`src/sv/assert_macros.svh`:
```
// Assertion helpers shared by the RTL files.
`ifndef ASSERT_MACROS_SVH
`define ASSERT_MACROS_SVH

// Check a condition at every clock edge outside reset.
`define ASSERT_ALWAYS(label, expr, msg) \
    label: assert property (@(posedge clk) disable iff (!rst_n) (expr)) else $error(msg);

// Check that a condition implies a consequence on the next clock edge.
`define ASSERT_NEXT(label, ante, cons, msg) \
    label: assert property (@(posedge clk) disable iff (!rst_n) (ante) |=> (cons)) \
        else $error(msg);

`endif

```
`src/sv/psmt_pkg.sv`:
```
package psmt_pkg;

    localparam int CFG_REG_BITS = 13;
    localparam int SYNC_BIT_POS = 3;

    localparam logic [1:0] CFG_WIDTH_IDX  = 2'd0;
    localparam logic [1:0] CFG_HEIGHT_IDX = 2'd1;

    localparam logic [CFG_REG_BITS-1:0] WIDTH_RESET  = 13'd1024;
    localparam logic [CFG_REG_BITS-1:0] HEIGHT_RESET = 13'd768;

    // byte position within a packet
    localparam logic [1:0] IDX_STATUS = 2'd0;
    localparam logic [1:0] IDX_XDELTA = 2'd1;
    localparam logic [1:0] IDX_YDELTA = 2'd2;

    localparam int FIFO_DEPTH = 2;
    localparam int FIFO_PTR_BITS = 1;
    localparam int FIFO_CNT_BITS = 2;

    localparam logic signed [10:0] OVF_EXTRA = 11'sd255;

    typedef struct packed {
        logic [7:0] y_byte;
        logic [7:0] x_byte;
        logic [7:0] status;
    } packet_t;

    typedef struct packed {
        logic full;
        logic empty;
    } fifo_stat_t;

    // 9-bit signed delta plus the overflow extension in the delta's direction
    function automatic logic signed [10:0] axis_delta(input logic [7:0] delta_byte,
                                                      input logic neg, input logic ovf);
        logic signed [10:0] d;
        d = $signed({{2{neg}}, neg, delta_byte});
        if (ovf)
        begin
            d = neg ? (d - OVF_EXTRA) : (d + OVF_EXTRA);
        end
        return d;
    endfunction

endpackage

```
`src/sv/ps2_mouse_packet_tracker_top.sv`:
```
// PS/2 mouse packet tracker. Mouse bytes enter one per cycle on s_axis; a byte
// offered as the first of a packet is dropped unless its bit 3 is set. The
// third byte of a packet closes it; packets go into a two-entry queue, and the
// back end takes one per cycle while its output register is free or being
// emptied, moves the cursor by the signed X and inverted Y deltas (overflow
// adds 255 more), clamps to the screen and holds the result in that register,
// which drives m_axis. Bytes are taken every cycle while the result side keeps
// up; the queue and the output register absorb short stalls. screen_width
// (index 0) and screen_height (index 1) reset to 1024 and 768; the user must
// write them through the cfg port only while no packet is in flight; unenforced.
module ps2_mouse_packet_tracker_top #(
    parameter int COORD_BITS = 12
) (
    input  logic                       clk,
    input  logic                       rst_n,
    input  logic                       s_axis_tvalid,
    output logic                       s_axis_tready,
    input  logic [7:0]                 s_axis_tdata,  // data_byte
    output logic                       m_axis_tvalid,
    input  logic                       m_axis_tready,
    // pos_x, pos_y, left_button, right_button, middle_button, zero fill
    output logic [((2 * COORD_BITS + 3 + 7) / 8) * 8-1:0] m_axis_tdata,
    input  logic                       cfg_valid,
    output logic                       cfg_ready,
    input  logic [1:0]                 cfg_index,
    input  logic [psmt_pkg::CFG_REG_BITS-1:0] cfg_data
);
    import psmt_pkg::*;

    localparam int OUT_RAW  = 2 * COORD_BITS + 3;
    localparam int OUT_BITS = ((OUT_RAW + 7) / 8) * 8;
    localparam int LW = (COORD_BITS > CFG_REG_BITS) ? COORD_BITS : CFG_REG_BITS;

    // highest coordinate for a screen size, saturated to the coordinate range
    function automatic logic [COORD_BITS-1:0] size_to_lim(input logic [CFG_REG_BITS-1:0] size);
        logic [CFG_REG_BITS-1:0] m1;
        logic [LW-1:0]           m1w;
        logic [LW-1:0]           maskw;
        m1    = (size == '0) ? '0 : size - 1'b1;
        m1w   = LW'(m1);
        maskw = LW'({COORD_BITS{1'b1}});
        return (m1w > maskw) ? {COORD_BITS{1'b1}} : m1w[COORD_BITS-1:0];
    endfunction

    logic [COORD_BITS-1:0] x_lim_reg, y_lim_reg;
    logic                  push, pop;
    packet_t               push_pkt, pop_pkt;
    fifo_stat_t            fifo_stat;
    logic [COORD_BITS-1:0] pos_x, pos_y;
    logic [2:0]            buttons;

    assign cfg_ready = 1'b1;

    always_ff @(posedge clk or negedge rst_n)
    begin
        if (!rst_n)
        begin
            x_lim_reg <= size_to_lim(WIDTH_RESET);
            y_lim_reg <= size_to_lim(HEIGHT_RESET);
        end
        else if (cfg_valid)
        begin
            unique case (cfg_index)
                CFG_WIDTH_IDX:  x_lim_reg <= size_to_lim(cfg_data);
                CFG_HEIGHT_IDX: y_lim_reg <= size_to_lim(cfg_data);
                default:        ;
            endcase
        end
    end

    psmt_front u_front (
        .clk       (clk),
        .rst_n     (rst_n),
        .in_valid  (s_axis_tvalid),
        .in_ready  (s_axis_tready),
        .in_byte   (s_axis_tdata),
        .push      (push),
        .push_pkt  (push_pkt),
        .fifo_stat (fifo_stat)
    );

    psmt_fifo u_fifo (
        .clk      (clk),
        .rst_n    (rst_n),
        .push     (push),
        .push_pkt (push_pkt),
        .pop      (pop),
        .pop_pkt  (pop_pkt),
        .stat     (fifo_stat)
    );

    psmt_back #(
        .COORD_BITS (COORD_BITS)
    ) u_back (
        .clk       (clk),
        .rst_n     (rst_n),
        .x_lim     (x_lim_reg),
        .y_lim     (y_lim_reg),
        .fifo_stat (fifo_stat),
        .pop_pkt   (pop_pkt),
        .pop       (pop),
        .out_valid (m_axis_tvalid),
        .out_ready (m_axis_tready),
        .pos_x     (pos_x),
        .pos_y     (pos_y),
        .buttons   (buttons)
    );

    assign m_axis_tdata = OUT_BITS'({buttons, pos_y, pos_x});

endmodule

```
`src/sv/psmt_front.sv`:
```
`include "assert_macros.svh"

module psmt_front (
    input  logic                 clk,
    input  logic                 rst_n,
    input  logic                 in_valid,
    output logic                 in_ready,
    input  logic [7:0]           in_byte,
    output logic                 push,
    output psmt_pkg::packet_t    push_pkt,
    input  psmt_pkg::fifo_stat_t fifo_stat
);
    import psmt_pkg::*;

    logic [1:0] idx_reg, idx_next;
    logic [7:0] status_reg, status_next;
    logic [7:0] xbyte_reg, xbyte_next;
    logic       accept;

    // only the closing byte needs queue space
    assign in_ready = !fifo_stat.full || (idx_reg != IDX_YDELTA);
    assign accept   = in_valid && in_ready;

    always_comb
    begin
        idx_next    = idx_reg;
        status_next = status_reg;
        xbyte_next  = xbyte_reg;
        push        = 1'b0;
        if (accept)
        begin
            unique case (idx_reg)
                IDX_STATUS:
                begin
                    // drop bytes without the sync bit to resynchronize
                    if (in_byte[SYNC_BIT_POS])
                    begin
                        status_next = in_byte;
                        idx_next    = IDX_XDELTA;
                    end
                end
                IDX_XDELTA:
                begin
                    xbyte_next = in_byte;
                    idx_next   = IDX_YDELTA;
                end
                IDX_YDELTA:
                begin
                    push     = 1'b1;
                    idx_next = IDX_STATUS;
                end
                default:
                begin
                    idx_next = IDX_STATUS;
                end
            endcase
        end
    end

    assign push_pkt.status = status_reg;
    assign push_pkt.x_byte = xbyte_reg;
    assign push_pkt.y_byte = in_byte;

    always_ff @(posedge clk or negedge rst_n)
    begin
        if (!rst_n)
        begin
            idx_reg    <= IDX_STATUS;
            status_reg <= '0;
            xbyte_reg  <= '0;
        end
        else
        begin
            idx_reg    <= idx_next;
            status_reg <= status_next;
            xbyte_reg  <= xbyte_next;
        end
    end

    `ASSERT_ALWAYS(a_idx_valid, idx_reg != 2'd3, "byte index reached unused code")
    `ASSERT_ALWAYS(a_push_room, !(push && fifo_stat.full), "packet pushed into full queue")

endmodule

```
`src/sv/psmt_fifo.sv`:
```
`include "assert_macros.svh"

module psmt_fifo (
    input  logic                 clk,
    input  logic                 rst_n,
    input  logic                 push,
    input  psmt_pkg::packet_t    push_pkt,
    input  logic                 pop,
    output psmt_pkg::packet_t    pop_pkt,
    output psmt_pkg::fifo_stat_t stat
);
    import psmt_pkg::*;

    packet_t                  mem_reg [FIFO_DEPTH];
    logic [FIFO_PTR_BITS-1:0] wr_ptr_reg, wr_ptr_next;
    logic [FIFO_PTR_BITS-1:0] rd_ptr_reg, rd_ptr_next;
    logic [FIFO_CNT_BITS-1:0] cnt_reg, cnt_next;
    logic                     do_push, do_pop;

    assign stat.full  = (cnt_reg == FIFO_CNT_BITS'(FIFO_DEPTH));
    assign stat.empty = (cnt_reg == '0);
    assign do_push    = push && !stat.full;
    assign do_pop     = pop && !stat.empty;
    assign pop_pkt    = mem_reg[rd_ptr_reg];

    always_comb
    begin
        wr_ptr_next = do_push ? wr_ptr_reg + 1'b1 : wr_ptr_reg;
        rd_ptr_next = do_pop ? rd_ptr_reg + 1'b1 : rd_ptr_reg;
        cnt_next    = cnt_reg;
        if (do_push && !do_pop)
        begin
            cnt_next = cnt_reg + 1'b1;
        end
        else if (do_pop && !do_push)
        begin
            cnt_next = cnt_reg - 1'b1;
        end
    end

    always_ff @(posedge clk)
    begin
        if (do_push)
        begin
            mem_reg[wr_ptr_reg] <= push_pkt;
        end
    end

    always_ff @(posedge clk or negedge rst_n)
    begin
        if (!rst_n)
        begin
            wr_ptr_reg <= '0;
            rd_ptr_reg <= '0;
            cnt_reg    <= '0;
        end
        else
        begin
            wr_ptr_reg <= wr_ptr_next;
            rd_ptr_reg <= rd_ptr_next;
            cnt_reg    <= cnt_next;
        end
    end

    `ASSERT_ALWAYS(a_cnt_bound, cnt_reg <= FIFO_CNT_BITS'(FIFO_DEPTH), "queue count overflow")
    `ASSERT_NEXT(a_cnt_inc, do_push && !do_pop, cnt_reg == $past(cnt_reg) + 1'b1, "count lost push")

endmodule

```
`src/sv/psmt_back.sv`:
```
`include "assert_macros.svh"

module psmt_back #(
    parameter int COORD_BITS = 12
) (
    input  logic                   clk,
    input  logic                   rst_n,
    input  logic [COORD_BITS-1:0]  x_lim,
    input  logic [COORD_BITS-1:0]  y_lim,
    input  psmt_pkg::fifo_stat_t   fifo_stat,
    input  psmt_pkg::packet_t      pop_pkt,
    output logic                   pop,
    output logic                   out_valid,
    input  logic                   out_ready,
    output logic [COORD_BITS-1:0]  pos_x,
    output logic [COORD_BITS-1:0]  pos_y,
    output logic [2:0]             buttons
);
    import psmt_pkg::*;

    localparam int SW = ((COORD_BITS > 10) ? COORD_BITS : 10) + 2;

    logic [COORD_BITS-1:0] cur_x_reg, cur_x_next;
    logic [COORD_BITS-1:0] cur_y_reg, cur_y_next;
    logic                  valid_reg, valid_next;
    logic [2:0]            btn_reg;
    logic signed [10:0]    dx, dy;
    logic signed [SW-1:0]  nx, ny;

    function automatic logic [COORD_BITS-1:0] clamp(input logic signed [SW-1:0] v,
                                                   input logic [COORD_BITS-1:0] hi);
        logic signed [SW-1:0] hi_s;
        hi_s = $signed({{(SW-COORD_BITS){1'b0}}, hi});
        if (v < 0)
        begin
            return '0;
        end
        else if (v > hi_s)
        begin
            return hi;
        end
        return v[COORD_BITS-1:0];
    endfunction

    // take a packet when the output register is free or being emptied
    assign pop = !fifo_stat.empty && (!valid_reg || out_ready);

    always_comb
    begin
        dx = axis_delta(pop_pkt.x_byte, pop_pkt.status[4], pop_pkt.status[6]);
        dy = axis_delta(pop_pkt.y_byte, pop_pkt.status[5], pop_pkt.status[7]);
        nx = $signed({{(SW-COORD_BITS){1'b0}}, cur_x_reg}) + SW'(dx);
        // screen y grows downward, mouse y grows upward
        ny = $signed({{(SW-COORD_BITS){1'b0}}, cur_y_reg}) - SW'(dy);
        cur_x_next = pop ? clamp(nx, x_lim) : cur_x_reg;
        cur_y_next = pop ? clamp(ny, y_lim) : cur_y_reg;
        valid_next = pop || (valid_reg && !out_ready);
    end

    always_ff @(posedge clk)
    begin
        if (pop)
        begin
            btn_reg <= pop_pkt.status[2:0];
        end
    end

    always_ff @(posedge clk or negedge rst_n)
    begin
        if (!rst_n)
        begin
            cur_x_reg <= '0;
            cur_y_reg <= '0;
            valid_reg <= 1'b0;
        end
        else
        begin
            cur_x_reg <= cur_x_next;
            cur_y_reg <= cur_y_next;
            valid_reg <= valid_next;
        end
    end

    assign out_valid = valid_reg;
    assign pos_x     = cur_x_reg;
    assign pos_y     = cur_y_reg;
    assign buttons   = btn_reg;

    `ASSERT_NEXT(a_hold_cursor, !pop, cur_x_reg == $past(cur_x_reg), "cursor moved without packet")

endmodule
```
`config.mk`:
```
export PLATFORM = sky130hd
export DESIGN_NAME = ps2_mouse_packet_tracker_top
export DESIGN_NICKNAME = d
export VERILOG_FILES = /design/src/sv/psmt_pkg.sv /design/src/sv/ps2_mouse_packet_tracker_top.sv /design/src/sv/psmt_front.sv /design/src/sv/psmt_fifo.sv /design/src/sv/psmt_back.sv
export VERILOG_INCLUDE_DIRS = /design/src /design/src/sv
export SDC_FILE = /design/constraint.sdc
export NUM_CORES = 1
export LEC_CHECK = 0
export BUFFER_PORTS_ARGS = -buffer_cell sky130_fd_sc_hd__buf_2
export CORE_ASPECT_RATIO = 0.6
export CORE_MARGIN = 2
export CORE_UTILIZATION = 35
export CTS_CLUSTER_DIAMETER = 150
export DETAILED_ROUTE_END_ITERATION = 10
export GPL_ROUTABILITY_DRIVEN = 0
export PLACE_DENSITY = 0.53
export SLEW_MARGIN = 20
export SYNTH_ARGS = -nofsm -noshare
export SYNTH_HDL_FRONTEND = slang
export SYNTH_HIERARCHICAL = 1
export SYNTH_SLANG_ARGS = --single-unit
```
`constraint.sdc`:
```
create_clock -name clk -period 10.8 [get_ports clk]
set_clock_uncertainty 0.05 [all_clocks]
set_input_delay 0.54 -clock clk [delete_from_list [all_inputs] [get_ports clk]]
set_output_delay 0.54 -clock clk [all_outputs]
set_load 0.01 [all_outputs]
```
==> out/qor.csv <==
metric,value,unit
place_area,8396,sq um
status,"finished, final reports clean",
grt_pass1_wl,30880,um
clk_path_buf_depth,2,
cts_root_buf,clkbuf_16,
post_cts_resized,0,
route.detailed.drc,0,
cts_hold_buffers,0,
clk_pin_slew,60,ps
dp.cells,1072,
critPathLaunchType,flip-flop,
crit_top_cell,a21oi_1,
coreArea,22180,sq um
clk_latency,410,ps
fin_crit_sh,0.6432,
antenna_cells,0,
report.power.total,3.256,mW
multi_input_comb_area,4218,sq um
vdd_ir_drop_max,0.1329,mV
cp_top_family,compound AO/OA/AOI/OAI gates,
drt_wl_total,19240,um
cts_tree,done,
drtPass1Iterations,5,
die_y,120.7,um
seq_area,3247,sq um
cts_buffers,17,
synth_cells,736,
worst-endpoint-arrival,7160,ps
cts_max_level,4,
worst-r2r-setup-slack,3850,ps
end_kind,flip-flop,
stdcell_count,1104,
drive_above_1_share,0.2387,
critPathMaxFanout,21,
fin_crit,6946,ps
required,11010,ps
stdcell_area,8999,sq um
ioPinCount,63,
die-area,23960,sq um
grt-ovfl-total,0,
yosys_warnings,6,
crit_type,flip-flop to flip-flop,
setup_viol,0,
antenna_found_initial,0,
largest_reg_flops,46,
finalNetCount,883,
drtIter0Drc,470,
grt_util_all_layers,0.1690,
hold_viol_final,0,
avgSynthCellArea,10.79,sq um
grt_max_degree,71,
slew_headroom,0.2901,
rows,42,
num_vias,5620,
crit_buf_inv,3,
rsz0062_at_grt,no,
fin_util,0.4058,
cts.sinks,119,
postCtsSetupRepairBufs,0,
worst_slew_pin_slew,1052,ps
io_buffers,56,
syn2layout_area_growth,13.28,%
cpMaxStageDelayCell,or4_1,
dp_hpwl,14300,um
rr_startpoint,u_fifo/rd_ptr_reg$_DFFE_PN0P_,
synthesis.area,7944,sq um
cap_violations,0,
setup_tns,0,ps
antenna_left,0,
critPathLaunch,u_fifo/rd_ptr_reg$_DFFE_PN0P_,
leakage,3.989,nW
power_density,361.8,nW/um^2
critPathMaxStageDelay,570,ps
fmax,0.1440,GHz
grt_pass1_vias,5384,
nFillCells,2184,
maxSlewViolCount,0,
routedWlPerCell,17.43,um
vias_per_cell,5.091,
initial_utilization,0.3582,
hp-class,primary input to asynchronous set/reset pin,
die_x,198.5,um
cells in the final DEF (no fill, tap or decap), types with 7 or more instances in the layout:
cell and instances:
and2_1 10, clkbuf_16 17, nor3_1 9, xnor2_1 19, buf_2 55, ha_1 68
mux2_2 29, a221o_1 12, inv_6 9, edfxtp_1 49, dfstp_2 19, o21a_1 7
xor2_1 17, mux2_4 19, nor2_1 37, o221ai_2 10, o21ai_0 23, nand2b_1 9
inv_1 60, a21o_1 17, a21oi_1 39, dfrtp_1 51, nand3_1 10, nand2_1 48
nor2b_1 11, o21bai_1 7, o31ai_1 14
metrics by stage:
stage	hold slack (ps)	worst slack (ps)
detailed placement	403.9	3897
global placement	401.5	4118
CTS	275.7	3868
global route	307.3	3388
finish	226.2	3854
floorplan	194.4	4862
cell type report:
cell class / instances / area share
clock inverters: 15 / 0.01974
multi-input cells: 524 / 0.4687
inverters: 60 / 0.02503
repair buffers: 61 / 0.03560
clock buffers: 17 / 0.04727
flip-flops and latches: 119 / 0.3608
well taps: 308 / 0.04283
report_power, final:
part / internal [mW] / switching [mW]
logic: 0.842 / 1.11
registers: 0.624 / 0.0935
clock network: 0.350 / 0.237
total: 1.82 / 1.44
worst paths after layout:
| path | depth (start not counted) | to |
|---|---|---|
| max | 27 | u_back/pos_x[0]$_DFFE_PN0P_ |
| min reg2reg | 0 | u_fifo/mem_reg[0][5]$_DFFE_PP_ |
| min in group clk | 1 | u_fifo/mem_reg[0][17]$_DFFE_PP_ |
| max in group asynchronous | 1 | u_back/pos_y[2]$_DFFE_PN0P_ |
| min | 1 | u_fifo/cnt_reg[1]$_DFFE_PN0P_ |
| max reg2reg | 27 | u_back/pos_x[0]$_DFFE_PN0P_ |
layer usage:
| layer | GRT usage | wire (um) | vias up |
|---|---|---|---|
| li1 | - | - | 2791 |
| met3 | 0.03124 | 615 | 9 |
| met1 | 0.2825 | 11210 | 2735 |
| met5 | 0 | 0 | - |
| met4 | 0.03078 | 82 | 0 |
| met2 | 0.2184 | 7338 | 85 |
Power figures use the tool's default switching activity.
